===== src/rtl/core/fln_pkg.sv =====
// ----------------------------------------------------------------------------
// fln_pkg
// shared constants, codes and types of the fused layer norm / linear block
// ----------------------------------------------------------------------------
package fln_pkg;

  localparam int MAX_DIM     = 128;
  localparam int MAX_OUTPUTS = 64;
  localparam int DIM_W       = 7;   // element address
  localparam int OUT_W       = 6;   // output / cell number
  localparam int LEN_W       = 8;   // element count 0..MAX_DIM
  localparam int CNT_W       = 7;   // output count 0..MAX_OUTPUTS

  localparam int SUM_W   = 24;      // signed row sum
  localparam int MEAN_W  = 18;
  localparam int INV_W   = 33;      // inverse deviation, up to 2^32
  localparam int N_W     = 45;      // normalised element, kept wide
  localparam int ACC_W   = 70;      // cell accumulator
  localparam int DIV_N_W = 40;      // divider dividend / quotient
  localparam int DIV_D_W = 25;      // divider divisor
  localparam int VAR_W   = 34;      // variance plus epsilon
  localparam int RAD_W   = 50;      // root radicand
  localparam int ROOT_W  = 25;

  localparam logic [1:0] CMD_GAIN   = 2'd0;
  localparam logic [1:0] CMD_WEIGHT = 2'd1;
  localparam logic [1:0] CMD_BIAS   = 2'd2;
  localparam logic [1:0] CMD_DATA   = 2'd3;

  localparam logic [1:0] CFG_ROW_LENGTH   = 2'd0;
  localparam logic [1:0] CFG_OUTPUT_COUNT = 2'd1;
  localparam logic [1:0] CFG_EPSILON      = 2'd2;
  localparam logic [1:0] CFG_BIAS_ENABLE  = 2'd3;

  typedef struct packed {
    logic                    v;
    logic [DIM_W-1:0]        d;
    logic signed [N_W-1:0]   n;
  } norm_beat_t;

  typedef struct packed {
    logic signed [15:0] value;
    logic               sat;
  } cell_res_t;

  typedef struct packed {
    logic               we;
    logic               is_bias;
    logic [DIM_W-1:0]   addr;
    logic [OUT_W-1:0]   sel;
    logic signed [15:0] data;
  } load_t;

  typedef struct packed {
    logic start;
    logic bias_en;
    logic capture;
    logic shift;
  } cell_ctl_t;

endpackage


===== src/rtl/core/fln_cell.sv =====
// ----------------------------------------------------------------------------
// fln_cell
// one linear output: weight row, bias, accumulator, result slot
// ----------------------------------------------------------------------------
module fln_cell import fln_pkg::*; (
  input  logic             clk,
  input  logic             rst,
  input  logic [OUT_W-1:0] cell_id,
  input  cell_ctl_t        ctl,
  input  load_t            load,
  input  norm_beat_t       beat_in,
  output norm_beat_t       beat_out,
  input  cell_res_t        res_in,
  output cell_res_t        res_out
);

  logic signed [15:0]        wmem [MAX_DIM];
  logic signed [15:0]        w_q;
  logic signed [15:0]        bias;
  norm_beat_t                beat_a;
  logic signed [ACC_W-1:0]   acc;
  logic signed [N_W+15:0]    prod;
  logic signed [ACC_W-9:0]   r;
  logic                      hi;
  logic                      lo;
  cell_res_t                 res;

  always_ff @(posedge clk) begin
    if (load.we && !load.is_bias && load.sel == cell_id) begin
      wmem[load.addr] <= load.data;
    end
    w_q <= wmem[beat_in.d];
  end

  always_ff @(posedge clk) begin
    if (load.we && load.is_bias && load.sel == cell_id) begin
      bias <= load.data;
    end
  end

  always_ff @(posedge clk) begin
    if (rst) begin
      beat_a.v <= 1'b0;
    end else begin
      beat_a.v <= beat_in.v;
    end
    beat_a.d <= beat_in.d;
    beat_a.n <= beat_in.n;
  end

  assign prod = beat_a.n * w_q;

  always_ff @(posedge clk) begin
    if (ctl.start) begin
      acc <= ctl.bias_en ? (ACC_W'(bias) <<< 8) : '0;
    end else if (beat_a.v) begin
      acc <= acc + ACC_W'(prod);
    end
  end

  assign r  = (ACC_W-8)'(acc >>> 8);
  assign hi = !r[ACC_W-9] && (r[ACC_W-9:15] != '0);
  assign lo = r[ACC_W-9] && (r[ACC_W-9:15] != '1);

  always_ff @(posedge clk) begin
    if (ctl.capture) begin
      res.sat   <= hi || lo;
      res.value <= hi ? 16'sh7fff : (lo ? 16'sh8000 : r[15:0]);
    end else if (ctl.shift) begin
      res <= res_in;
    end
  end

  assign beat_out = beat_a;
  assign res_out  = res;

endmodule


===== config.mk =====
export PLATFORM = sky130hd
export DESIGN_NAME = fln_cell
export DESIGN_NICKNAME = d
export VERILOG_FILES = /design/src/rtl/core/fln_pkg.sv /design/src/rtl/core/fln_cell.sv
export SDC_FILE = /design/constraint.sdc
export NUM_CORES = 2
export LEC_CHECK = 0
export BUFFER_PORTS_ARGS = -buffer_cell sky130_fd_sc_hd__buf_2
export CAP_MARGIN = 5
export CORE_ASPECT_RATIO = 1.2
export CORE_MARGIN = 2
export CORE_UTILIZATION = 60
export CTS_CLUSTER_SIZE = 28
export DETAILED_ROUTE_END_ITERATION = 12
export PLACE_DENSITY = 0.77
export SLEW_MARGIN = 25
export SYNTH_ARGS = -nofsm -noshare
export SYNTH_HDL_FRONTEND = slang
export SYNTH_SLANG_ARGS = --single-unit

===== constraint.sdc =====
create_clock -name clk -period 13.2 [get_ports clk]
set_clock_uncertainty 0.05 [all_clocks]
set_input_delay 0 -clock clk [delete_from_list [all_inputs] [get_ports clk]]
set_output_delay 0 -clock clk [all_outputs]
set_load 0.01 [all_outputs]

### Word level (Yosys, flattened, before mapping)

Memories as Yosys holds them, arrays and structs flattened. A register that Yosys moved wholly into a read port is not among the register bits.
Cells that the tools add are included.

* flip-flop bits (word level): 156
* memory bits (writable): 2048
* input bits: 113
* output and inout bits: 70
* logic and storage cells: 33
* memories: 1

* add/subtract/negate cells: 1
* multipliers: 1
* equality and inequality tests: 2
* muxes and demuxes: 9
* reduce and logical (&&, ||, !) cells: 12

Memories
* wmem: words 128, width 16, rd ports 1, clocked after Yosys merged registers in 1, write ports 1, line fln_cell.sv:17 `logic signed [15:0] wmem [MAX_DIM];`

Operators with widths (number)
* 70-bit 2-to-1 mux: 3
* 70-bit by 61-bit adder with 70-bit output: 1
* 45-bit by 16-bit multiplier with 61-bit output: 1
* 47-bit inequality test, second input constant: 1
* 47-bit nonzero test: 1
* 17-bit 2-to-1 mux: 2
* 16-bit 2-to-1 mux: 2
* 6-bit == test: 1
* 1-bit logical AND: 6
* 2-bit nonzero test: 2
* 1-bit logical NOT: 2
* 1-bit 2-to-1 mux: 2
* 1-bit logical OR: 1

### Longest topological paths before layout

* depth after elaboration: 5
* depth in mapped cells: 26
* depth with buffers taken out: 24

### Worst setup path before layout

OpenSTA, ideal clock, no wires.

* path kind: reg2reg
* start point: reg w_q[1] (read register of wmem)
* end point: reg acc[67] (data pin)
* library setup time: 0.256 ns
* arrival: 6.311 ns
* required time: 12.894 ns
* setup slack: 6.584 ns
* cell stages (with the launch flop): 26
* buffers on the path: 3
* clock period less this slack: 6.616 ns
* path through: dfxtp_1 > clkbuf_1 > clkbuf_1 > nand2_1 > fa_1 > inv_1 > fa_1 > inv_1 > fa_1 > inv_1 > fa_1 > inv_1 > fa_1 > fa_1 > inv_1 > ha_1 > clkbuf_1 > nand2_1 > o21ai_0 > a41oi_1 > nor3_1 > o211ai_1 > a2111oi_2 > o211ai_1 > a21o_1 > a31o_2

* word-level cells in the longest chain between the ends: 4

Ends and longest elaborated chain
* start: declaration: line fln_cell.sv:18 `logic signed [15:0] w_q;`
* 45-bit by 16-bit multiplier with 61-bit output: line fln_cell.sv:51 `assign prod = beat_a.n * w_q;`
* 70-bit by 61-bit adder with 70-bit output: line fln_cell.sv:57 `acc <= acc + ACC_W'(prod);`
* 70-bit 2-to-1 mux: line fln_cell.sv:56 `end else if (beat_a.v) begin`
* 70-bit 2-to-1 mux: line fln_cell.sv:54 `if (ctl.start) begin`
* end signal: assignment: line fln_cell.sv:55 `acc <= ctl.bias_en ? (ACC_W'(bias) <<< 8) : '0;`
* end signal: assignment: line fln_cell.sv:57
* end: declaration: line fln_cell.sv:21 `logic signed [ACC_W-1:0] acc;`

No other way between the ends. The select of a mux whose other input is x is not followed.
A chain may end at the register's enable or synchronous reset.

### Final worst setup path

* start point: reg w_q[7] (read register of wmem)
* end point: reg acc[62] (data pin)

Same word-level chain as after synthesis.

==> impl_metrics.yaml <==
global_routing:
  antenna_found_initial: 21
  grt_max_degree: 135
  grtUsageTotal: 0.305
  grt_pass1_wl_microns: 421000
  grt_pass1_vias: 64458
  grt_overflow: 0
clocking:
  postCtsHoldBufs: 183
  cts_buffers: 202
  cts_tree: "yes"
  cts_max_path_buffers: 3
  cts_setup_buffers: 0
  cts_resized: 0
  cts.htree.levels: 4
  cts_root_buf: "clkbuf_16"
  clk-insertion-delay-late_ns: 0.88
  clkTransAtPathRegs_ns: 0.07
  clock_sink_count: 2220
hold_path:
  holdPathEnd: "beat_out[47]"
  min_path_cells: 2
  min_path_type: "input port to flop"
  min-delay-start: "beat_in[47]"
timing:
  period_share: 0.615
  fin_crit_ns: 8.12
  slew_violations: 0
  hold_viol_final: 1
  final.setup.tns_ns: 0
  rsz0062_at_grt: "no"
  setup_violations: 0
  tightest_slew_ns: 1.12
  slew_headroom: 0.252
  setup_ws_ns: 5.08
  hold_ws_ns: -0.0475
  max_freq_mhz: 123
drt:
  num_vias: 60935
  wl_microns: 279000
  drt_iter0_drc: 7289
  vias_per_cell: 6.31
  route.detailed.drc: 0
  highest-signal-layer: "met5"
  first_pass_iters: 6
  antenna_left: 0
  wl_met3_microns: 26900
  wl_met1_microns: 99600
  wire_per_inst_microns: 28.9
  met2WireLength_microns: 141000
critical_path:
  crit_top_cell: "fa_1"
  cp_data_required_time_ns: 13.70
  crit_buf_inv: 5
  cp_slowest_cell: "dfxtp_2"
  r2r_cells: 22
  critPathMaxStageDelay_ns: 0.98
  worst_setup_path_end_kind: "flop"
  critPathMaxFanout: 45
  startpoint_type: "flop"
  r2r_start: "w_q[7]"
  r2r-end: "acc[62]"
  path_class: "flop to flop"
  crit_family: "adder cells"
  worstPathArrival_ns: 8.62
  crit_chain: "nand2_1 -> fa_1 -> inv_1 -> fa_1 -> inv_1 -> fa_1 -> inv_1 -> fa_1 -> inv_1 -> fa_1 -> fa_1 -> inv_1 -> ha_1 -> nand4_1 -> a211o_1 -> a211o_1 -> a211oi_1 -> o211ai_1 -> and2_1 -> o211a_1 -> a311oi_1 -> o21ai_0"
  worst-r2r-setup-slack_ns: 5.08
final_layout:
  nets: 8081
  regArea_sq_um: 66000
  syn2layout_area_growth_pct: 11.7
  multi_input_area_sq_um: 40700
  num-fill-cells: 11834
  drive_above_1_share: 0.195
  final_util: 0.673
synthesis:
  synth_seq_area_share: 0.593
  synth_warnings: 0
  synthDistinctLibCells: 62
  synthCells: 6598
  ys_async_sr_fraction: 0
  synthFlopType: "edfxtp_1"
  syn_nets: 7655
  syn_avg_cell_area_sq_um: 16.9
  synth_edf_count: 2151
  syn_area_sq_um: 111000
  ys_ff_latch: 2220
placement:
  pre_cts_ws_ns: 5.22
  portBuffers: 182
  gp_congestion: 0.977
  dp_hpwl_microns: 173000
status:
  violations: "negative hold slack"
  status: "finished with violations"
floorplanning:
  num_rows: 173
  core_area_sq_um: 185000
  initial_utilization: 0.603
  die_y_microns: 476
  die_w_microns: 397
  dieArea_sq_um: 189000
  ioPinCount: 183
flow_run:
  max_cap_viol_count: 0
[area by class of cell]
class / count / area share
flip-flops and latches: 2220 / 0.531
inverters: 887 / 0.0268
repair buffers: 550 / 0.0351
clock inverters: 138 / 0.0118
diodes: 6 / 0.000121
multi-input cells: 3163 / 0.327
clock buffers: 241 / 0.0429
well taps: 2450 / 0.0247
[logic make-up after synthesis]
logic type                 synth area share
AOI/OAI and AO/OA                    0.0180
xor gates and xnor gates            0.00551
adders and majority gates             0.158
buffers and inverters                0.0417
DFF                                   0.593
muxes                                 0.138
and+or+nand+nor                      0.0460
[worst max path at each step]
stage                     startpoint       to  slack [ns]  cells past startpoint
after floorplan               w_q[1]  acc[67]        6.58                     25
after global placement        w_q[2]  acc[62]        5.23                     22
after detailed placement      w_q[2]  acc[62]        5.22                     21
after CTS                     w_q[2]  acc[62]        5.18                     21
after global routing          w_q[7]  acc[62]        4.72                     22
final                         w_q[7]  acc[62]        5.08                     22
[cell usage after synthesis (4+ instances only)]
cell         n  area [sq um]
a21oi_1     87           435
and3_1       6          37.5
inv_1      886          3330
nand4_1     35           219
buf_1       15          56.3
and2_1     224          1400
xnor2_1     45           394
buf_2       53           265
nor4_1      15          93.8
o21bai_1    14           105
a21boi_0     6          45.0
a41oi_1      5          43.8
mux4_2     672         15100
dfxtp_1     69          1380
nor2_1     208           781
o21ai_0    114           571
nand3_1     27           135
edfxtp_1  2151         64600
o211ai_1    22           165
nand2_1    562          2110
o31ai_1      5          37.5
a21o_1      28           210
nor2b_1     17           106
o21a_1       8          60.1
mux2_2      17           191
a31oi_1      9          56.3
a31o_2       4          35.0
nor3_1      15          75.1
xor2_1      25           219
clkbuf_1   259           972
nand2b_1     7          43.8
ha_1       175          2190
fa_1       769         15400
[cell usage in the layout, fill, tap and decap left out, types with 114 or more instances in the layout]
master	netlist	routed
and2_1	224	223
buf_2	53	161
buf_4	0	187
clkbuf_16	0	204
dlygate4sd3_1	0	183
edfxtp_1	2151	2151
fa_1	769	769
ha_1	175	175
inv_1	886	886
mux4_2	672	672
nand2_1	562	562
nor2_1	208	198
o21ai_0	114	114
[per-layer routing]
| metal | up-vias | global-route usage |
|---|---|---|
| li1 | 24672 | - |
| met1 | 31842 | 0.403 |
| met4 | 20 | 0.128 |
| met2 | 3757 | 0.504 |
| met3 | 644 | 0.0593 |
| met5 | - | 0 |
[metrics by stage]
step,hold slack (ns),cell area [sq um],instances
final,-0.0475,124000,9655
after global routing,0.0116,124000,9653
after CTS,0.00158,124000,9645
after detailed placement,0.0540,115000,9083
after global placement,0.0524,115000,9083
after floorplan,-0.0223,111000,6598
[flip-flops by register name, summed over array words and instances, names as in the netlist]
signal    cells
w_q          16
res_out      17
wmem       2048
bias         16
beat_out     53
acc          70
[worst register-to-register path, cell delays in order, from the launching register on]
cell      delay, ns
dfxtp_2        0.98
nand2_1        0.23
fa_1           0.59
inv_1          0.05
fa_1           0.50
inv_1          0.06
fa_1           0.55
inv_1          0.06
fa_1           0.48
inv_1          0.06
fa_1           0.48
fa_1           0.50
inv_1          0.04
ha_1           0.41
nand4_1        0.18
a211o_1        0.28
a211o_1        0.35
a211oi_1       0.94
o211ai_1       0.25
and2_1         0.22
o211a_1        0.22
a311oi_1       0.22
o21ai_0        0.12
Power is not shown: default switching activity piles up to over one toggle a cycle in this logic, so the estimate is an artifact.
