==> src/rtl/core/fln_pkg.sv <==
// ----------------------------------------------------------------------------
// fln_pkg
// shared constants, codes and types of the fused layer norm / linear block
// ----------------------------------------------------------------------------
package fln_pkg;

  localparam int MAX_DIM     = 128;
  localparam int MAX_OUTPUTS = 64;
  localparam int DIM_W       = 7;   // element address
  localparam int OUT_W       = 6;   // output / cell number
  localparam int LEN_W       = 8;   // element count 0..MAX_DIM
  localparam int CNT_W       = 7;   // output count 0..MAX_OUTPUTS

  localparam int SUM_W   = 24;      // signed row sum
  localparam int MEAN_W  = 18;
  localparam int INV_W   = 33;      // inverse deviation, up to 2^32
  localparam int N_W     = 45;      // normalised element, kept wide
  localparam int ACC_W   = 70;      // cell accumulator
  localparam int DIV_N_W = 40;      // divider dividend / quotient
  localparam int DIV_D_W = 25;      // divider divisor
  localparam int VAR_W   = 34;      // variance plus epsilon
  localparam int RAD_W   = 50;      // root radicand
  localparam int ROOT_W  = 25;

  localparam logic [1:0] CMD_GAIN   = 2'd0;
  localparam logic [1:0] CMD_WEIGHT = 2'd1;
  localparam logic [1:0] CMD_BIAS   = 2'd2;
  localparam logic [1:0] CMD_DATA   = 2'd3;

  localparam logic [1:0] CFG_ROW_LENGTH   = 2'd0;
  localparam logic [1:0] CFG_OUTPUT_COUNT = 2'd1;
  localparam logic [1:0] CFG_EPSILON      = 2'd2;
  localparam logic [1:0] CFG_BIAS_ENABLE  = 2'd3;

  typedef struct packed {
    logic                    v;
    logic [DIM_W-1:0]        d;
    logic signed [N_W-1:0]   n;
  } norm_beat_t;

  typedef struct packed {
    logic signed [15:0] value;
    logic               sat;
  } cell_res_t;

  typedef struct packed {
    logic               we;
    logic               is_bias;
    logic [DIM_W-1:0]   addr;
    logic [OUT_W-1:0]   sel;
    logic signed [15:0] data;
  } load_t;

  typedef struct packed {
    logic start;
    logic bias_en;
    logic capture;
    logic shift;
  } cell_ctl_t;

endpackage

==> src/rtl/core/fln_div.sv <==
// ----------------------------------------------------------------------------
// fln_div
// restoring unsigned divider, one quotient bit per cycle
// ----------------------------------------------------------------------------
module fln_div import fln_pkg::*; (
  input  logic               clk,
  input  logic               rst,
  input  logic               start,
  input  logic [DIV_N_W-1:0] dividend,
  input  logic [DIV_D_W-1:0] divisor,
  output logic               done,
  output logic [DIV_N_W-1:0] quotient
);

  logic [DIV_D_W-1:0] rem;
  logic [DIV_D_W-1:0] dvs;
  logic [5:0]         cnt;
  logic               busy;
  logic [DIV_D_W:0]   rem_sh;
  logic               fits;

  assign rem_sh = {rem, quotient[DIV_N_W-1]};
  assign fits   = rem_sh >= {1'b0, dvs};

  always_ff @(posedge clk) begin
    if (rst) begin
      busy <= 1'b0;
      done <= 1'b0;
      cnt  <= '0;
    end else begin
      done <= 1'b0;
      if (start) begin
        busy <= 1'b1;
        cnt  <= '0;
      end else if (busy) begin
        cnt <= cnt + 6'd1;
        if (cnt == 6'(DIV_N_W - 1)) begin
          busy <= 1'b0;
          done <= 1'b1;
        end
      end
    end
  end

  always_ff @(posedge clk) begin
    if (start) begin
      quotient <= dividend;
      dvs      <= divisor;
      rem      <= '0;
    end else if (busy) begin
      rem      <= fits ? DIV_D_W'(rem_sh - {1'b0, dvs}) : rem_sh[DIV_D_W-1:0];
      quotient <= {quotient[DIV_N_W-2:0], fits};
    end
  end

endmodule

==> config.mk <==
export PLATFORM = sky130hd
export DESIGN_NAME = fln_div
export DESIGN_NICKNAME = d
export VERILOG_FILES = /design/src/rtl/core/fln_pkg.sv /design/src/rtl/core/fln_div.sv
export SDC_FILE = /design/constraint.sdc
export NUM_CORES = 1
export LEC_CHECK = 0
export ABC_CLOCK_PERIOD_IN_PS = 8900
export BUFFER_PORTS_ARGS = -buffer_cell sky130_fd_sc_hd__buf_2
export CORE_UTILIZATION = 30
export CTS_CLUSTER_SIZE = 28
export DETAILED_ROUTE_END_ITERATION = 10
export GPL_ROUTABILITY_DRIVEN = 0
export PLACE_DENSITY = 0.57
export SYNTH_ARGS = -nofsm -noshare
export SYNTH_HDL_FRONTEND = slang
export SYNTH_SLANG_ARGS = --single-unit
export TNS_END_PERCENT = 20
==> constraint.sdc <==
create_clock -name clk -period 8.9 [get_ports clk]
set_input_delay 0.89 -clock clk [delete_from_list [all_inputs] [get_ports clk]]
set_output_delay 0.89 -clock clk [all_outputs]
set_load 0.01 [all_outputs]
# ---- Yosys cells after proc, flatten, opt, wreduce, memory -nomap -nowiden
# Cells that the tools add are included.
dict set report totals {
  ff_bits 98
  input_bits 68
}
dict set report classes {
  n_lt_le_gt_ge 1
  n_reduce_logical 3
  bitwise_logic 1
  n_eq_ne 1
  mux 7
  add_sub_neg 2
}
# cell n
set ops {}
lappend ops {{40-bit 2-to-1 mux} 2}
lappend ops {{26-bit by 25-bit greater-or-equal comparator with 1-bit output} 1}
lappend ops {{25-bit 2-to-1 mux} 1}
lappend ops {{25-bit subtractor} 1}
lappend ops {{6-bit by 1-bit adder with 6-bit output (second input constant)} 1}
lappend ops {{6-bit == test (second input constant)} 1}
lappend ops {{1-bit 2-to-1 mux} 4}
lappend ops {{3-bit OR reduction} 1}
lappend ops {{2-bit nonzero test} 1}
lappend ops {{2-bit OR reduction} 1}
lappend ops {{1-bit NOT} 1}

# ---- Logic depth before layout (Yosys ltp)
# Gate-level depths: netlist of the first run.
dict set report depth {
  depth_word 4
  mapped_depth 13
  ltp_nobuf 12
}

# ---- Worst setup path before layout of the first run
# OpenSTA, ideal clock, no wires.
dict set report synth_path {
  path_kind {reg-to-reg}
  from {register quotient[39]}
  to {register rem[1]}
  required_ps 8763
  path_stages_with_launch 13
  period_less_slack_ps 2883
  path_slack_ps 6017
  t_arrival_ps 2745
  setup_ps 137
  n_path_buf 1
  cell_sequence {edfxtp_1 inv_1 ha_1 inv_1 fa_1 a211oi_2 o211ai_2 a221oi_4 o311ai_2 a21oi_4 buf_6 mux2i_1 a211oi_1}
}
dict set report synth_between {
  elab_chain_len 2
  elab_cells_between_ends 3
}
# element line
set synth_rtl {}
lappend synth_rtl {{from (decl)} fln_div.sv:12} ;# output logic [DIV_N_W-1:0] quotient
lappend synth_rtl {{from (signal assigned)} fln_div.sv:47} ;# quotient <= dividend;
lappend synth_rtl {{from (signal assigned)} fln_div.sv:52} ;# quotient <= {quotient[DIV_N_W-2:0], fits};
lappend synth_rtl {{25-bit subtractor or 26-bit by 25-bit greater-or-equal comparator with 1-bit output (tied branches)} {fln_div.sv:51, fln_div.sv:23}}
lappend synth_rtl {{25-bit 2-to-1 mux (*)} fln_div.sv:51} ;# rem <= fits ? DIV_D_W'(rem_sh - {1'b0, dvs}) : rem_sh[DIV_D_W-1:0];
lappend synth_rtl {{to (signal assigned)} fln_div.sv:51}
lappend synth_rtl {{to (decl)} fln_div.sv:15} ;# logic [DIV_D_W-1:0] rem;
# Mark *: on every way between the ends. The rest lies on a longest branch, timed or not.
# A chain may end at the register's enable or synchronous reset.

# ---- Worst setup path after layout of the first run
# Same ends and word-level chain as after synthesis.

==> impl_metrics.py, run 1 <==
metrics = {
    "finish": {
        "drive_gt1_share_pct": 30.2,
        "area_growth_pct": 20.6,
        "diodes": 0,
        "regArea_um2": 2610,
        "layout.nets": 667,
        "final_cells": 797,
        "fin_util_pct": 37.3,
        "nFillCells": 1681,
        "multi_input_area_um2": 2320,
    },
    "logic_synthesis": {
        "syn_inst": 467,
        "yosysTopAreaCellShare_pct": 37.8,
        "yosys.area.top_type": "edfxtp_1",
        "ys_ff_latch": 98,
        "ys.flop_type": "edfxtp_1",
        "syn_area_um2": 5160,
        "async_flop_share_pct": 0,
        "syn-num-nets": 562,
        "syn_avg_cell_area_um2": 11.0,
        "yosysMostFrequentCell": "edfxtp_1",
        "synth.area.top_cells": "edfxtp_1 (38%), dfxtp_1 (13%), mux2_2 (8.5%)",
        "synth-edff-count": 65,
        "ys.warnings.count": 0,
        "synth.distinct_cells": 48,
        "synth_commonest_cells": "edfxtp_1 (65), nor2_1 (51), a21oi_1 (40)",
        "synth_seq_area_share_pct": 50.6,
    },
    "floorplanning": {
        "rows": 47,
        "ios": 109,
        "die_w_um": 133,
        "die_height_um": 133,
        "initial_core_util_pct": 30.9,
        "core_um2": 16700,
        "dieArea_um2": 17700,
    },
    "drt": {
        "drcViolationCount": 0,
        "wl_per_cell_um": 14.4,
        "drt_iter0_markers": 215,
        "ant_nets": 0,
        "num_vias": 3838,
        "drt_pre_antenna_iters": 4,
        "finalWirelength_um": 11500,
        "vias_per_cell": 4.82,
    },
    "global_routing": {
        "grt_max_degree": 55,
        "grt_pass1_vias": 4018,
        "antenna_found_initial": 1,
        "grt_pass1_wl_um": 19400,
        "grt.total_usage_pct": 13.8,
        "gr-total-overflow": 0,
    },
    "cts": {
        "path_clk_slew_ns": 0.07,
        "clock_path_buffers": 2,
        "hold_buffers": 0,
        "tritoncts": "built",
        "post_cts_resized": 0,
        "clkSinkCount": 98,
        "cts_buffers": 9,
        "clk_latency_ns": 0.36,
        "cts_setup_buffers": 0,
        "cts_root_buf": "clkbuf_16",
        "htree_levels": 3,
    },
    "worst_setup_path": {
        "path_common_cell": "inv_1",
        "slowest_stage": "a21oi_4",
        "cp_num_buf_inv": 3,
        "path_cells": "inv_1, ha_1, inv_1, fa_1, a211oi_2, o211ai_2, a221oi_4, o311ai_2, a21oi_4, buf_4, mux2i_1, a211oi_1",
        "end_kind": "flop",
        "crit_arrival_ns": 3.90,
        "path_class": "reg2reg",
        "cp_data_required_time_ns": 9.11,
        "path_delay_family": "compound AO/OA/AOI/OAI gates",
        "path_max_fanout": 25,
        "crit_path_max_incr_delay_ns": 0.54,
        "start_kind": "flop",
    },
    "sta": {
        "tns_ns": 0,
        "clock.fmax_mhz": 271,
        "relSlewSlack_pct": 56.2,
        "fin_crit_ns": 3.69,
        "timing.hold.ws_ns": 0.486,
        "finalHoldViolations": 0,
        "drv_slew": 0,
        "post-route-period-util_pct": 41.5,
        "worst_slew_pin_slew_ns": 0.657,
        "skew_ns": 0.00944,
        "rsz0062_at_grt": "no",
        "setup-violations-final": 0,
    },
    "flow_run": {
        "maxCapViolCount": 0,
    },
    "placed_design": {
        "hpwl_um": 8170,
        "dp_cells": 781,
        "port_buffers": 108,
    },
    "power": {
        "leakage_nw": 2.62,
        "max-vdd-ir-drop_uv": 100,
        "power.density_nw_per_um2": 201,
    },
    "status": {
        "outcome": "complete, no violations",
    },
    "worst_hold_path": {
        "hold_path.class": "reg2reg",
    },
}
==> cell families after synthesis <==
kind of cell | Yosys count | share of synthesized area [%]
AO/OA/AOI/OAI | 111 | 14.5
XOR/XNOR | 24 | 4.07
adder cells (fa/ha/maj) | 27 | 6.69
buffers and inverters | 53 | 4.29
flip-flops | 98 | 50.6
multiplexers | 51 | 10.8
AND/OR/NAND/NOR | 103 | 8.95
==> registers in the layout (all words and copies together) (netlist names) <==
register	flops
quotient	40
dvs	25
rem	25
cnt	6
busy	1
done	1
==> area by class of cell <==
| cell class | instances | area share, % |
|---|---|---|
| sequential | 98 | 42.0 |
| multi-input combinational | 316 | 37.4 |
| timing repair buffer | 112 | 9.21 |
| tap | 220 | 4.42 |
| clock buffer | 9 | 3.62 |
| inverter | 35 | 2.11 |
| clock inverter | 7 | 1.31 |
==> worst min-delay path: cells and delay by family, from the launching register on <==
| family | cells | cell delay, ns |
|---|---|---|
| flops | 1 | 0.33 |
| compound gates | 1 | 0.06 |
| buf+inv | 1 | 0.05 |
==> cell usage in the layout (no fill, tap or decap), drive strengths merged, types with 8 or more instances in the layout <==
cell type / n
xnor2: 17
edfxtp: 65
ha: 26
nand3: 8
mux2: 39
mux2i: 12
buf: 112
a211oi: 24
nor2: 51
nand2: 17
dfxtp: 33
o21ai: 14
clkbuf: 9
inv: 40
a21oi: 41
==> routing by layer <==
metal  vias to the layer above  global-route usage (%)  part of all wire, %
li1                       1917                       -                    -
met5                         -                       0                0.087
met3                        18                    5.56                  7.6
met1                      1771                    16.5                   45
met4                         2                    4.17                  1.6
met2                       130                    22.7                   46
==> stage by stage <==
stage / worst slack (ns) / power (mW) / cell area, um2
floorplan: 6.02 / 0.769 / 5160
global placement: 5.36 / 0.842 / 5920
detailed placement: 5.29 / 0.845 / 5920
CTS: 5.23 / 1.26 / 6220
global route: 4.92 / 1.32 / 6220
finish: 5.21 / 1.25 / 6220
==> worst paths after layout <==
check | startpoint | end | slack [ns] | depth (start not counted)
setup reg to reg | quotient[39]$_DFFE_PP_ | rem[1]$_SDFFE_PP0P_ | 5.21 | 12
hold reg to reg | rem[10]$_SDFFE_PP0P_ | rem[10]$_SDFFE_PP0P_ | 0.49 | 2
hold / removal | rem[10]$_SDFFE_PP0P_ | rem[10]$_SDFFE_PP0P_ | 0.49 | 2
setup / recovery | quotient[39]$_DFFE_PP_ | rem[1]$_SDFFE_PP0P_ | 5.21 | 12
==> report_power, final <==
group | leakage (nW) | switching (mW) | internal [mW] | total [mW]
logic | 1.54 | 0.156 | 0.125 | 0.281
registers | 0.918 | 0.0235 | 0.532 | 0.556
clock network | 0.153 | 0.187 | 0.224 | 0.411
total | 2.62 | 0.367 | 0.881 | 1.25
(Power assumes the default switching activity.)
==> inputs of run 2 (changes only) <==
--- a/config.mk
+++ b/config.mk
@@ -5,13 +5,13 @@
 export SDC_FILE = /design/constraint.sdc
 export NUM_CORES = 1
 export LEC_CHECK = 0
-export ABC_CLOCK_PERIOD_IN_PS = 8900
+export ABC_CLOCK_PERIOD_IN_PS = 3100
 export BUFFER_PORTS_ARGS = -buffer_cell sky130_fd_sc_hd__buf_2
 export CORE_UTILIZATION = 30
 export CTS_CLUSTER_SIZE = 28
 export DETAILED_ROUTE_END_ITERATION = 10
 export GPL_ROUTABILITY_DRIVEN = 0
-export PLACE_DENSITY = 0.57
+export PLACE_DENSITY = 0.59
 export SYNTH_ARGS = -nofsm -noshare
 export SYNTH_HDL_FRONTEND = slang
 export SYNTH_SLANG_ARGS = --single-unit
==> constraint.sdc (replaced) <==
create_clock -name clk -period 3.1 [get_ports clk]
set_input_delay 0.31 -clock clk [delete_from_list [all_inputs] [get_ports clk]]
set_output_delay 0.31 -clock clk [all_outputs]
set_load 0.01 [all_outputs]
==> impl_metrics.py, run 2 (synthesized netlist as in run 1, its figures left out) <==
metrics = {
    "flow_run": {
        "maxCapViolCount": 0,
    },
    "worst_setup_path": {
        "path_max_fanout": 12,
        "end_kind": "flop",
        "crit_start": "quotient[39]$_DFFE_PP_",
        "cp_data_required_time_ns": 3.36,
        "r2r_setup_slack_ns": 0.19,
        "worstReg2RegEnd": "rem[16]$_SDFFE_PP0P_",
        "path_class": "reg2reg",
        "worstSetupEndpoint": "rem[16]$_SDFFE_PP0P_",
        "crit_arrival_ns": 3.17,
        "timing.rr.start": "quotient[39]$_DFFE_PP_",
        "start_kind": "flop",
        "r2r_cells": 13,
    },
    "drt": {
        "drcViolationCount": 0,
        "num_vias": 3923,
        "wl_per_cell_um": 14.7,
        "top_layer": "met4",
        "routed-wl-met2_um": 5490,
        "drt_pre_antenna_iters": 4,
        "ant_nets": 0,
        "wl_met1_um": 5180,
        "wl_met3_um": 851,
        "vias_per_cell": 4.89,
        "drt_iter0_markers": 192,
        "finalWirelength_um": 11800,
    },
    "cts": {
        "htree_levels": 3,
        "path_clk_slew_ns": 0.07,
        "cts_root_buf": "clkbuf_16",
        "tritoncts": "built",
        "clock_path_buffers": 2,
        "clk_latency_ns": 0.35,
        "clkSinkCount": 98,
        "cts_buffers": 9,
    },
    "placed_design": {
        "hpwl_um": 8580,
        "port_buffers": 108,
        "place_area_um2": 5960,
    },
    "worst_hold_path": {
        "min_path_cells": 2,
        "hold_path.class": "in2reg",
    },
    "power": {
        "power.density_nw_per_um2": 571,
        "leakage_nw": 2.66,
        "total_power_mw": 3.60,
        "max-vdd-ir-drop_uv": 265,
    },
    "floorplanning": {
        "initial_core_util_pct": 30.9,
        "dieArea_um2": 17700,
        "core_um2": 16700,
        "die_w_um": 133,
        "rows": 47,
        "die_height_um": 133,
        "ios": 109,
    },
    "sta": {
        "relSlewSlack_pct": 65.4,
        "setup-violations-final": 0,
        "tns_ns": 0,
        "post-route-period-util_pct": 93.9,
        "drv_slew": 0,
        "skew_ns": 0.00767,
        "fin_crit_ns": 2.91,
        "finalHoldViolations": 0,
        "worst_slew_pin_slew_ns": 0.520,
        "clock.fmax_mhz": 344,
        "rsz0062_at_grt": "no",
    },
    "global_routing": {
        "grt.total_usage_pct": 13.7,
        "gr-total-overflow": 0,
        "grt_max_degree": 41,
        "grt_pass1_vias": 3925,
        "antenna_found_initial": 0,
        "grt_pass1_wl_um": 19000,
    },
    "finish": {
        "final_common_cell": "buf_2",
        "diodes": 0,
        "area_growth_pct": 22.4,
        "layout.nets": 673,
        "max_flop_register": "quotient",
        "drive_gt1_share_pct": 31.0,
        "fin_area_um2": 6310,
        "layout.cells.most_common_list": "buf_2 (107), edfxtp_1 (65), nor2_1 (51)",
        "largest_reg_flops": 40,
        "reg.largest.list": "quotient x40, dvs x25, rem x25",
    },
    "status": {
        "outcome": "complete, no violations",
    },
}
## run 2: through the flow
stage	util (%)	hold slack, ns	instances	setup WS (ns)
final	37.8	0.120	803	0.189
after global routing	37.8	0.109	803	0.00313
after CTS	37.5	0.102	801	0.0429
after detailed placement	35.7	0.478	785	0.0699
after global placement	35.7	0.468	785	0.167
after floorplan	-	0.382	467	0.217
## run 2: how the worst min path moves through the flow
stage	slack (ns)	from	to
2_1_floorplan	0.38	rst	busy$_SDFF_PP0_
3_3_place_gp	0.47	cnt[5]$_SDFFE_PP0P_	cnt[5]$_SDFFE_PP0P_
3_5_place_dp	0.48	rem[10]$_SDFFE_PP0P_	rem[10]$_SDFFE_PP0P_
4_1_cts	0.10	rst	busy$_SDFF_PP0_
5_1_grt	0.11	divisor[0]	dvs[0]$_DFFE_PP_
6_report	0.12	rst	busy$_SDFF_PP0_
## run 2: final cells by class
type / count / area [um2]
inverter: 35 / 131
multi-input combinational: 316 / 2330
sequential: 98 / 2610
fill: 1693 / 10400
clock buffer: 9 / 225
clock inverter: 7 / 77.6
timing repair buffer: 118 / 656
tap: 220 / 275
## run 2: layer usage
metal | up-vias | global-route usage (%)
li1 | 1929 | -
met1 | 1826 | 17.0
met2 | 147 | 21.8
met3 | 21 | 4.07
met4 | 0 | 6.50
met5 | - | 0
## run 2: power breakdown
part           switching, mW  internal (mW)  leakage, nW
logic                  0.463          0.394         1.59
clock network          0.513          0.633        0.148
registers             0.0695           1.53        0.918
total                   1.05           2.56         2.66
## run 2: worst max-delay path: stages (launching register included)
cell       delay (ns)
edfxtp_1         0.41
inv_1            0.08
ha_1             0.16
inv_1            0.06
fa_2             0.38
a211oi_4         0.24
o211ai_2         0.14
a221oi_4         0.33
o311ai_2         0.18
a21oi_4          0.24
buf_4            0.16
clkbuf_16        0.15
a21oi_1          0.07
a211oi_1         0.23
## run 2: what timing repair did
action,CTS,global route
endpoints found under the setup margin,0,18
setup buffers,0,1
gates resized for setup,0,5
hold buffers,0,0
