### config.mk
export PLATFORM = sky130hd
export DESIGN_NAME = fln_sqrt
export DESIGN_NICKNAME = d
export VERILOG_FILES = /design/src/rtl/core/fln_pkg.sv /design/src/rtl/core/fln_sqrt.sv
export SDC_FILE = /design/constraint.sdc
export NUM_CORES = 1
export LEC_CHECK = 0
export ABC_AREA = 1
export CAP_MARGIN = 0
export CORE_MARGIN = 5
export CORE_UTILIZATION = 51
export CTS_CLUSTER_DIAMETER = 50
export CTS_CLUSTER_SIZE = 10
export DETAILED_ROUTE_END_ITERATION = 7
export DONT_BUFFER_PORTS = 1
export PLACE_DENSITY = 0.77
export SLEW_MARGIN = 30
export SYNTH_ARGS = -nofsm -noshare
export SYNTH_HDL_FRONTEND = slang
export SYNTH_SLANG_ARGS = --single-unit
### constraint.sdc
create_clock -name clk -period 3.6 [get_ports clk]
set_clock_uncertainty 0.2 [all_clocks]
set_input_delay 0.18 -clock clk [delete_from_list [all_inputs] [get_ports clk]]
set_output_delay 0.18 -clock clk [all_outputs]
set_load 0.005 [all_outputs]
### src/rtl/core/fln_pkg.sv
// ----------------------------------------------------------------------------
// fln_pkg
// shared constants, codes and types of the fused layer norm / linear block
// ----------------------------------------------------------------------------
package fln_pkg;

  localparam int MAX_DIM     = 128;
  localparam int MAX_OUTPUTS = 64;
  localparam int DIM_W       = 7;   // element address
  localparam int OUT_W       = 6;   // output / cell number
  localparam int LEN_W       = 8;   // element count 0..MAX_DIM
  localparam int CNT_W       = 7;   // output count 0..MAX_OUTPUTS

  localparam int SUM_W   = 24;      // signed row sum
  localparam int MEAN_W  = 18;
  localparam int INV_W   = 33;      // inverse deviation, up to 2^32
  localparam int N_W     = 45;      // normalised element, kept wide
  localparam int ACC_W   = 70;      // cell accumulator
  localparam int DIV_N_W = 40;      // divider dividend / quotient
  localparam int DIV_D_W = 25;      // divider divisor
  localparam int VAR_W   = 34;      // variance plus epsilon
  localparam int RAD_W   = 50;      // root radicand
  localparam int ROOT_W  = 25;

  localparam logic [1:0] CMD_GAIN   = 2'd0;
  localparam logic [1:0] CMD_WEIGHT = 2'd1;
  localparam logic [1:0] CMD_BIAS   = 2'd2;
  localparam logic [1:0] CMD_DATA   = 2'd3;

  localparam logic [1:0] CFG_ROW_LENGTH   = 2'd0;
  localparam logic [1:0] CFG_OUTPUT_COUNT = 2'd1;
  localparam logic [1:0] CFG_EPSILON      = 2'd2;
  localparam logic [1:0] CFG_BIAS_ENABLE  = 2'd3;

  typedef struct packed {
    logic                    v;
    logic [DIM_W-1:0]        d;
    logic signed [N_W-1:0]   n;
  } norm_beat_t;

  typedef struct packed {
    logic signed [15:0] value;
    logic               sat;
  } cell_res_t;

  typedef struct packed {
    logic               we;
    logic               is_bias;
    logic [DIM_W-1:0]   addr;
    logic [OUT_W-1:0]   sel;
    logic signed [15:0] data;
  } load_t;

  typedef struct packed {
    logic start;
    logic bias_en;
    logic capture;
    logic shift;
  } cell_ctl_t;

endpackage

### src/rtl/core/fln_sqrt.sv
// ----------------------------------------------------------------------------
// fln_sqrt
// integer square root, one root bit per cycle
// ----------------------------------------------------------------------------
module fln_sqrt import fln_pkg::*; (
  input  logic              clk,
  input  logic              rst,
  input  logic              start,
  input  logic [RAD_W-1:0]  radicand,
  output logic              done,
  output logic [ROOT_W-1:0] root
);

  localparam int REM_W = ROOT_W + 2;

  logic [RAD_W-1:0] rad;
  logic [REM_W-1:0] rem;
  logic [4:0]       cnt;
  logic             busy;
  logic [REM_W+1:0] rem_sh;
  logic [REM_W+1:0] trial;
  logic             fits;

  assign rem_sh = {rem, rad[RAD_W-1:RAD_W-2]};
  assign trial  = (REM_W+2)'({root, 2'b01});
  assign fits   = rem_sh >= trial;

  always_ff @(posedge clk) begin
    if (rst) begin
      busy <= 1'b0;
      done <= 1'b0;
      cnt  <= '0;
    end else begin
      done <= 1'b0;
      if (start) begin
        busy <= 1'b1;
        cnt  <= '0;
      end else if (busy) begin
        cnt <= cnt + 5'd1;
        if (cnt == 5'(ROOT_W - 1)) begin
          busy <= 1'b0;
          done <= 1'b1;
        end
      end
    end
  end

  always_ff @(posedge clk) begin
    if (start) begin
      rad  <= radicand;
      rem  <= '0;
      root <= '0;
    end else if (busy) begin
      rad  <= {rad[RAD_W-3:0], 2'b00};
      rem  <= fits ? REM_W'(rem_sh - trial) : rem_sh[REM_W-1:0];
      root <= {root[ROOT_W-2:0], fits};
    end
  end

endmodule

-- Word-level counts from Yosys, hierarchy flattened
Index checks and enable logic that the tools add are counted.
- register bits: 109
- input port bits: 53
- output and inout port bits: 26
- $add $sub $neg: 2
- magnitude comparators: 1
- equal/unequal tests: 1
- multiplexer cells: 7
- bitwise logic cells: 1
- reduce and logical (&&, ||, !) cells: 3
- operators with widths (operator ; number):
    $mux W50 ; 2
    $ge A29 B27 Y1 ; 1
    $mux W27 ; 1
    $sub A27 B27 Y27 ; 1
    $add A5 B1 Y5 const B ; 1
    $eq A5 B5 Y1 const B ; 1
    $mux W1 ; 4
    $reduce_or A3 Y1 ; 1
    $reduce_bool A2 Y1 ; 1
    $reduce_or A2 Y1 ; 1
    $not A1 Y1 ; 1

-- Depth between registers and ports, before layout
Gate-level depths: netlist of the first run.
- depth in word-level cells: 4
- mapped depth: 18
- depth with buffers taken out: 16

-- Worst setup path after synthesis of the first run
OpenSTA, ideal clock, no wires.
- path type: register to register
- from: reg busy
- to: reg rad[0] (enable)
- setup time: 0.434 ns
- arrival: 2.220 ns
- data required time: 2.966 ns
- slack: 0.746 ns
- cell stages (with the launch flop): 5
- path buffers: 2
- period minus slack after synthesis: 2.854 ns
- path through: dfxtp_1 buf_2 nor2_1 clkinv_1 buf_1
- word-level cells in the longest chain between the ends: 1
- ends and longest elaborated chain (what ; line ; RTL):
    start: declaration ; fln_sqrt.sv:19 ; logic busy;
    start signal: assignment ; fln_sqrt.sv:30 ; busy <= 1'b0;
    start signal: assignment ; fln_sqrt.sv:36 ; busy <= 1'b1;
    start signal: assignment ; fln_sqrt.sv:41 ; busy <= 1'b0;
    $reduce_bool A2 Y1 (no line) ; -- ;
    end signal: assignment ; fln_sqrt.sv:50 ; rad <= radicand;
    end signal: assignment ; fln_sqrt.sv:54 ; rad <= {rad[RAD_W-3:0], 2'b00};
    end: declaration ; fln_sqrt.sv:16 ; logic [RAD_W-1:0] rad;
No other way between the ends.
A chain may end at the register's enable or synchronous reset.

-- Worst setup path after layout of the first run
- from: reg root[14]
- to: reg rem[25]
- word-level cells in the longest chain between the ends: 2
- elaborated cells between the ends (all ways): 3
- those cells by class: add/sub (1); order compare (1); mux (1)
- ends and longest elaborated chain (what ; line ; RTL):
    start: declaration ; fln_sqrt.sv:11 ; output logic [ROOT_W-1:0] root
    start signal: assignment ; fln_sqrt.sv:56 ; root <= {root[ROOT_W-2:0], fits};
    $sub A27 B27 Y27 or $ge A29 B27 Y1 (tied branches) ; fln_sqrt.sv:55, fln_sqrt.sv:26 ;
    $mux W27 * ; fln_sqrt.sv:55 ; rem <= fits ? REM_W'(rem_sh - trial) : rem_sh[REM_W-1:0];
    end signal: assignment ; fln_sqrt.sv:55 ;
    end: declaration ; fln_sqrt.sv:17 ; logic [REM_W-1:0] rem;
Every way passes the cells marked *; elsewhere a longest branch is shown, timed or not.

==> impl_metrics.toml, run 1 <==
[job]
drv_cap = 0

[timing]
maxSlewHeadroom_pct = 49.5
clock.fmax_mhz = 305
worst_pin_slew_ns = 0.758
finalHoldViolCount = 0
final_max_slew_viol_count = 0
fin_tns_setup_ns = 0
finalCritPeriodShare_pct = 91.0
period_needed_ns = 3.28
grt_setup_unrepaired = "no"
finalSetupViolations = 0

[final_layout]
final_cell_mix = "369 x nand2_1, 135 x inv_1, 62 x nand3_1"
final_common_cell = "nand2_1"
area_delta_synth_final_pct = 15.4
instances_no_fill = 1152
antenna_cells = 0
seqCellArea_um2 = 2680
multi_input_area_um2 = 3130
nets = 1057
n_fill_cell = 1117
drive_gt1_share_pct = 5.82

[routing]
ant_nets = 0
finalWirelength_mm = 17.8
drc = 0
vias = 6048
wl_per_cell_um = 15.5
drtIter0Drc = 390
first_pass_iters = 6
via_per_inst = 5.25

[worst_hold_path]
hold_path.startpoint = "start"
worstHoldPathCells = 3
min_to = "rem[3]"
hold_path.class = "primary input to register"

[placement]
placedCellCount = 1082
portBuffers = 0
dp_hpwl_mm = 11.9
gp_congestion = 0.981

[global_route]
grt_pass1_wl_mm = 28.8
track_usage_pct = 24.6
overflow = 0
antenna_found_initial = 0
grt_pass1_vias = 5822
grt_start_max_net_pins = 62

[floorplan]
initial_core_util_pct = 51.7
dieArea_um2 = 15100
io_pins = 79
die_y_um = 123
dieWidth_um = 123
fp-row-count = 41
core_um2 = 12600

[synth]
synthMuxAreaShare_pct = 0
yosys.cell_types.count = 37
synthAdderAreaFrac_pct = 5.58
ys_ff_latch = 109
netlist_instances = 930
ys_warn_count = 0
yosys.area_share.simple_pct = 35.1
syn_nets = 1012
syn-cell-area_um2 = 6500
synth_top_family_by_area = "simple AND/OR/NAND/NOR gates"
synthXorXnorAreaFrac_pct = 1.35
syn-mean-instance-area_um2 = 6.99
yosysSeqAreaShare_pct = 41.2
synth-compound-area-share_pct = 6.00

[clock_tree]
cts-resized-gates = 0
cts_hold_buffers = 54
cts_made_buffers = 9
cts.sinks = 109
cts_max_level = 3
post-cts-setup-buffers = 0
clkTransAtPathRegs_ns = 0.08
tritoncts = "done"
clk_latency_ns = 0.36
root_buffer = "clkbuf_16"
clockBufferDepth = 2

[run_status]
status = "completed"

[power_and_ir_drop]
leakage_nw = 3.79
combinationalPowerShare_pct = 55.3
p_switching_mw = 2.74
ir_drop_mv = 0.395
switching_share_pct = 47.1
seq_power_share_pct = 26.4
intPower_mw = 3.08
p_clk_share_pct = 18.3
p_per_area_nw_per_um2 = 775

[setup_path]
crit_required_ns = 3.65
cp_max_fo = 15
crit_type = "register to register"
crit_arrival_ns = 3.32
reg2regPathDepth = 14
critPathLaunchType = "register"
timing.rr.end = "rem[25]"
critPathCaptureType = "register"
r2r-start = "root[14]"
r2r_setup_slack_ns = 0.32
startpoint = "root[14]"
[cell usage after synthesis]
master | count | area, um^2
buf_2 | 4 | 20.0
a211oi_1 | 1 | 7.51
or2_2 | 1 | 6.26
and2_1 | 1 | 6.26
a21oi_1 | 24 | 120
o22ai_1 | 24 | 150
dfxtp_1 | 59 | 1180
nor2_1 | 43 | 161
buf_8 | 1 | 15.0
a21oi_2 | 1 | 8.76
nor3_1 | 9 | 45.0
a31oi_1 | 1 | 6.26
xnor2_1 | 3 | 26.3
nor3_2 | 2 | 20.0
o21ai_0 | 7 | 35.0
o211ai_1 | 1 | 7.51
o21bai_1 | 4 | 30.0
clkbuf_1 | 17 | 63.8
nand4_1 | 27 | 169
nor3b_1 | 2 | 15.0
nand3_1 | 62 | 310
clkinv_1 | 2 | 7.51
nor2_2 | 9 | 56.3
nor4_1 | 1 | 6.26
nand2_1 | 369 | 1390
xor2_1 | 7 | 61.3
or2_1 | 3 | 18.8
edfxtp_1 | 50 | 1500
o21ai_1 | 5 | 25.0
ha_1 | 29 | 363
buf_6 | 4 | 45.0
nand2_2 | 8 | 50.1
buf_1 | 4 | 15.0
inv_1 | 136 | 510
nand3b_1 | 2 | 15.0
inv_2 | 5 | 18.8
nand3_2 | 2 | 20.0
[final cells by class]
cell class / instances / area share, %
Clock buffer: 9 / 3.00
Clock inverter: 7 / 1.28
Inverter: 143 / 7.15
Multi-Input combinational cell: 648 / 41.6
Sequential cell: 109 / 35.7
Tap cell: 172 / 2.87
Timing Repair Buffer: 64 / 8.33
[cells by family after synthesis]
family	Yosys count
AOI/OAI and AO/OA	68
xor gates and xnor gates	10
adders and majority gates	29
buffers and inverters	173
DFF	109
and+or+nand+nor	541
[registers in the layout (all words and copies together), names as in the netlist]
signal / flops
rem: 27
cnt: 5
root: 25
rad: 50
busy: 1
done: 1
[per-stage QoR]
stage | hold WS, ns | area, um^2 | setup slack (ns) | power, mW | utilization [%]
global route | 0.0641 | 7510 | 0.108 | 6.29 | 59.7
global placement | 0.0611 | 6640 | 0.921 | 4.64 | 52.8
CTS | 0.0369 | 7510 | 0.401 | 5.77 | 59.7
floorplan | 0.140 | 6500 | 0.746 | 4.02 | -
finish | 0.0416 | 7510 | 0.323 | 5.82 | 59.7
detailed placement | 0.0639 | 6640 | 0.904 | 4.63 | 52.8
[metal layers]
layer / wire (um) / up-vias / global-route usage [%]
li1: - / 3054 / -
met1: 7360 / 2732 / 30.4
met2: 8360 / 217 / 40.6
met3: 1420 / 45 / 5.49
met4: 664 / 0 / 12.5
met5: 0 / - / 0
[power by group through the flow]
stage               clock network, mW  registers (mW)  logic, mW
floorplan                           0            1.53       2.49
global placement                    0            1.56       3.09
detailed placement                  0            1.56       3.07
CTS                              1.08            1.53       3.16
global route                     1.13            1.55       3.60
finish                           1.07            1.54       3.22
[worst max-delay path by stage]
stage	endpoint	slack [ns]
3_3_place_gp	rem[24]	0.92
5_1_grt	rem[25]	0.11
2_1_floorplan	rad[0]	0.75
3_5_place_dp	rem[14]	0.90
6_report	rem[25]	0.32
4_1_cts	rem[25]	0.40
[critical path, cell delays in order (launching register included)]
cell,delay (ns)
dfxtp_1,0.40
inv_1,0.11
ha_1,0.37
nand2_1,0.12
nor2_1,0.21
nand2_1,0.15
nor2_1,0.11
nand2_1,0.09
nand3_2,0.10
nand2_2,0.24
nand4_1,0.22
nand2_1,0.14
nor2_1,0.11
nor2_1,0.04
dlygate4sd3_1,0.55
No activity file was read; power rests on OpenSTA's default activity.
==> run 2, diff against run 1 <==
--- a/config.mk
+++ b/config.mk
@@ -13,7 +13,7 @@
 export CTS_CLUSTER_SIZE = 10
 export DETAILED_ROUTE_END_ITERATION = 7
 export DONT_BUFFER_PORTS = 1
-export PLACE_DENSITY = 0.77
+export PLACE_DENSITY_LB_ADDON = 0.3
 export SLEW_MARGIN = 30
 export SYNTH_ARGS = -nofsm -noshare
 export SYNTH_HDL_FRONTEND = slang
==> constraint.sdc (replaced) <==
create_clock -name clk -period 3.9 [get_ports clk]
set_clock_uncertainty 0.2 [all_clocks]
set_input_delay 0.195 -clock clk [delete_from_list [all_inputs] [get_ports clk]]
set_output_delay 0.195 -clock clk [all_outputs]
set_load 0.005 [all_outputs]
==> run 2 against run 1 <==
The flow now finishes with violations (hold timing). Register-to-register slack improved by 0.17 ns. Sequential share of layout area is essentially flat. Cell area down 0.12%. Clock power decreased by 5%. Wire length fell by 1.8%. Clock-buffer cell count unchanged. Die area is the same. Critical path depth is the same. Non-clock buffer count shrank 4. Global-route usage fell by 0.093 points. Largest cell class unchanged.
==> impl_metrics.toml, run 2 (same netlist as run 1, synthesis figures left out) <==
[run_status]
status = "finished, violations left"
violations = "hold timing"

[final_layout]
drive_gt1_share_pct = 5.43
nets = 1053
final_cell_mix = "369 x nand2_1, 135 x inv_1, 62 x nand3_1"
antenna_cells = 0
n_fill_cell = 1167
multi_input_area_um2 = 3130
instances_no_fill = 1148
largest_register_ffs = 50
final_common_cell = "nand2_1"
seqCellArea_um2 = 2680
largest-register = "rad"
largestRegisters = "rad (50), rem (27), root (25)"
design_area_um2 = 7500
area_delta_synth_final_pct = 15.3

[clock_tree]
cts_hold_buffers = 54
cts-resized-gates = 0
clockBufferDepth = 2
cts_made_buffers = 9
cts_max_level = 3
post-cts-setup-buffers = 0
cts.sinks = 109
clkTransAtPathRegs_ns = 0.08
root_buffer = "clkbuf_16"
tritoncts = "done"
clk_latency_ns = 0.36

[placement]
portBuffers = 0
dp_hpwl_mm = 11.7
placedCellCount = 1078
gp_congestion = 1.02
placed_area_um2 = 6620

[routing]
wl_per_cell_um = 15.2
drtIter0Drc = 403
first_pass_iters = 5
vias = 5964
finalWirelength_mm = 17.5
drc = 0
ant_nets = 0
via_per_inst = 5.20

[setup_path]
critPathLaunchType = "register"
crit_type = "register to register"
cp_max_fo = 15
crit_arrival_ns = 3.51
crit_required_ns = 4.01
critPathCaptureType = "register"

[floorplan]
die_y_um = 123
dieArea_um2 = 15100
io_pins = 79
core_um2 = 12600
dieWidth_um = 123
fp-row-count = 41
initial_core_util_pct = 51.7

[timing]
clock.fmax_mhz = 294
maxSlewHeadroom_pct = 39.8
worst_pin_slew_ns = 0.902
hold_slack_ns = -0.0160
finalHoldViolCount = 1
finalCritPeriodShare_pct = 87.3
final_max_slew_viol_count = 0
period_needed_ns = 3.41
finalSetupViolations = 0
fin_tns_setup_ns = 0
grt_setup_unrepaired = "no"

[global_route]
grt_pass1_vias = 5855
overflow = 0
antenna_found_initial = 0
grt_pass1_wl_mm = 28.9
track_usage_pct = 24.5
grt_start_max_net_pins = 64

[power_and_ir_drop]
p_per_area_nw_per_um2 = 718
ir_drop_mv = 0.394
intPower_mw = 2.87
switching_share_pct = 46.7
combinationalPowerShare_pct = 54.7
p_switching_mw = 2.51
p_clk_share_pct = 19.0
seq_power_share_pct = 26.3
leakage_nw = 3.79

[job]
drv_cap = 0

[worst_hold_path]
hold_path.class = "primary input to register"
## run 2: layer usage
layer | vias to the layer above | GRT usage (%) | share of wire, %
met1 | 2708 | 32.1 | 44
met4 | 0 | 8.75 | 2.6
li1 | 3040 | - | -
met3 | 35 | 5.76 | 6.6
met5 | - | 0 | 0
met2 | 181 | 39.9 | 47
## run 2: worst paths after layout
check	from	end	slack, ns	cells past startpoint
setup / recovery	root[13]	rem[25]	0.49	14
hold / removal	start	root[0]	-0.02	2
setup reg to reg	root[13]	rem[25]	0.49	14
hold reg to reg	rem[22]	rem[22]	0.28	2
## run 2: critical path, cell delays in order (launching register included)
cell and delay, ns:
dfxtp_1 0.37, inv_1 0.09, ha_1 0.36, nand2_1 0.14, nor2_1 0.12, nand2_1 0.08
nor2_1 0.05, nand3_1 0.07, nand2_1 0.06, nor2_2 0.69, nand4_1 0.27, nand2_1 0.16
nor2_1 0.05, nor2_1 0.09, dlygate4sd3_1 0.55
## run 2: through the flow
stage,util [%],hold WS [ns],power [mW],worst slack (ns)
final,59.7,-0.0160,5.38,0.495
after global routing,59.7,0.0268,5.87,0.209
after CTS,59.7,0.00199,5.34,0.554
after detailed placement,52.7,0.0783,4.26,0.990
after global placement,52.7,0.0747,4.26,1.03
after floorplan,-,0.155,3.71,1.05
## run 2: power groups by stage
stage	clock network, mW	logic (mW)	registers, mW
finish	1.02	2.94	1.42
CTS	1.04	2.90	1.41
global placement	0	2.83	1.44
floorplan	0	2.30	1.41
detailed placement	0	2.82	1.44
global route	1.10	3.34	1.43
## run 2: final cells by class
class,instances,area share [%]
clock inverters,7,1.37
clock buffers,9,3.00
inverters,143,7.19
repair buffers,60,8.11
multi-input cells,648,41.7
well taps,172,2.87
flip-flops and latches,109,35.8
==> run 3, diff against run 2 <==
--- a/config.mk
+++ b/config.mk
@@ -7,6 +7,7 @@
 export LEC_CHECK = 0
 export ABC_AREA = 1
 export CAP_MARGIN = 0
+export CORE_ASPECT_RATIO = 0.75
 export CORE_MARGIN = 5
 export CORE_UTILIZATION = 51
 export CTS_CLUSTER_DIAMETER = 50
==> run 3 against run 2 <==
The run now ends clean. Cell area barely moved. Global-route usage is 0.33 points lower. Non-clock buffer count up 3. Via count is 1.2% higher. Hold slack improved by 0.041 ns. Register-to-register slack better by 0.15 ns. Wire length increased by 2.3%. Maximum frequency is 4.6% higher. Clock-buffer cell count unchanged. Final cell count decreased by 0.26%. Critical path depth rose by 3.
==> impl_metrics.toml, run 3 (same netlist as run 1, synthesis figures left out) <==
[final_layout]
final_cell_mix = "369 x nand2_1, 136 x inv_1, 62 x nand3_1"
largestRegisters = "rad (50), rem (27), root (25)"
area_delta_synth_final_pct = 15.4
multi_input_area_um2 = 3130
utilization_pct = 60.5
final_common_cell = "nand2_1"
nets = 1056
n_fill_cell = 1125
largest_register_ffs = 50
largest-register = "rad"
seqCellArea_um2 = 2680
instances_no_fill = 1145
drive_gt1_share_pct = 5.62
design_area_um2 = 7500
antenna_cells = 0

[timing]
maxSlewHeadroom_pct = 38.8
grt_setup_unrepaired = "no"
period_needed_ns = 3.26
hold_slack_ns = 0.0254
fin_ws_ns = 0.644
finalCritPeriodShare_pct = 83.5
finalSetupViolations = 0
finalHoldViolCount = 0
worst_pin_slew_ns = 0.917
final_max_slew_viol_count = 0
clock.fmax_mhz = 307
fin_tns_setup_ns = 0

[setup_path]
crit_arrival_ns = 3.30
critPathTopFamily = "simple AND/OR/NAND/NOR gates"
cpMaxStageDelayCell = "dlygate4sd3_1"
critPathLaunchType = "register"
r2r-start = "root[4]"
crit_required_ns = 3.95
path_cells = "inv_1, ha_1, nand2_1, nand2_1, nand2_1, nand2_1, nand2_1, nand2_1, inv_2, nand2_1, nand2_1, nand3_2, nand2_1, nor2_1, nor2_1, nor2_1, dlygate4sd3_1"
cp_max_fo = 18
critPathBufInv = 3
crit_type = "register to register"
reg2regPathDepth = 17
critPathCaptureType = "register"
slowest_delay_ns = 0.55
r2r_setup_slack_ns = 0.64
timing.rr.end = "rem[25]"
crit_top_cell = "nand2_1"

[power_and_ir_drop]
ir_drop_mv = 0.446
p_total_mw = 5.42
leakage_nw = 3.79
p_per_area_nw_per_um2 = 723

[routing]
drc = 0
first_pass_iters = 5
ant_nets = 0
finalWirelength_mm = 17.9
met1_length_mm = 8.48
via_per_inst = 5.27
wl_met2_mm = 7.83
wl_per_cell_um = 15.6
drtIter0Drc = 535
wl_met3_mm = 1.32
maxUsedRoutingLayer = "met4"
vias = 6038

[floorplan]
dieArea_um2 = 15100
initial_core_util_pct = 52.5
die_y_um = 108
dieWidth_um = 140
fp-row-count = 35
core_um2 = 12400
io_pins = 79

[clock_tree]
post-cts-setup-buffers = 0
clockBufferDepth = 2
cts-resized-gates = 0
cts_made_buffers = 9
cts_max_level = 3
clkTransAtPathRegs_ns = 0.09
root_buffer = "clkbuf_16"
cts.sinks = 109
clk_latency_ns = 0.36
tritoncts = "done"

[placement]
placedCellCount = 1075
dp_hpwl_mm = 12.7
dp_slack_ns = 1.10
portBuffers = 0
gp_congestion = 0.963
placed_area_um2 = 6630

[global_route]
track_usage_pct = 24.2
overflow = 0
grt_pass1_wl_mm = 29.2
grt_start_max_net_pins = 60
grt_pass1_vias = 5809
antenna_found_initial = 0

[worst_hold_path]
hold_path.startpoint = "start"
hold_path.class = "primary input to register"
worstHoldPathCells = 4
min_to = "rem[24]"

[job]
drv_cap = 0

[run_status]
status = "completed"
[run 3: cell count changes in the layout (fill, tap and decap cells not counted)]
cell,previous run,this run
clkinv_4,1,0
clkinv_2,1,0
clkinv_8,0,3
bufinv_16,2,0
inv_12,0,1
inv_1,135,136
buf_4,5,8
inv_4,1,0
[run 3: tightest hold or removal path: stages]
cell and delay, ns:
nor2_1 0.02, buf_4 0.20, nand2_1 0.08, nand2_1 0.04
[run 3: worst max-delay path by stage]
stage	from	to	slack, ns	cells after the start
4_1_cts	root[9]	rem[25]	0.64	17
6_report	root[4]	rem[25]	0.64	17
3_3_place_gp	root[9]	rem[24]	1.15	16
5_1_grt	root[0]	rem[25]	0.33	15
2_1_floorplan	busy	rad[0]	1.05	4
3_5_place_dp	root[5]	rem[24]	1.10	16
[run 3: what timing repair did]
action	in CTS	in global routing
endpoints found under the hold margin	61	0
endpoints found under the setup margin	0	0
hold buffers	54	0
[run 3: area by class of cell]
| class | count | share of cell area, % |
|---|---|---|
| tap | 166 | 2.77 |
| clock inverter | 7 | 1.25 |
| multi-input combinational | 648 | 41.7 |
| timing repair buffer | 63 | 8.41 |
| inverter | 143 | 7.15 |
| sequential | 109 | 35.8 |
| clock buffer | 9 | 3.00 |
[run 3: where the power goes]
part	internal (mW)	switching (mW)	leakage [nW]
Combinational	0.961	2.08	2.65
Sequential	1.33	0.0799	0.993
Clock	0.469	0.502	0.154
Total	2.76	2.66	3.79
[run 3: layer usage]
| metal | GRT usage (%) | vias to the layer above |
|---|---|---|
| met5 | 0 | - |
| met4 | 5.81 | 0 |
| met3 | 4.88 | 33 |
| met2 | 38.3 | 223 |
| met1 | 34.1 | 2736 |
| li1 | - | 3046 |
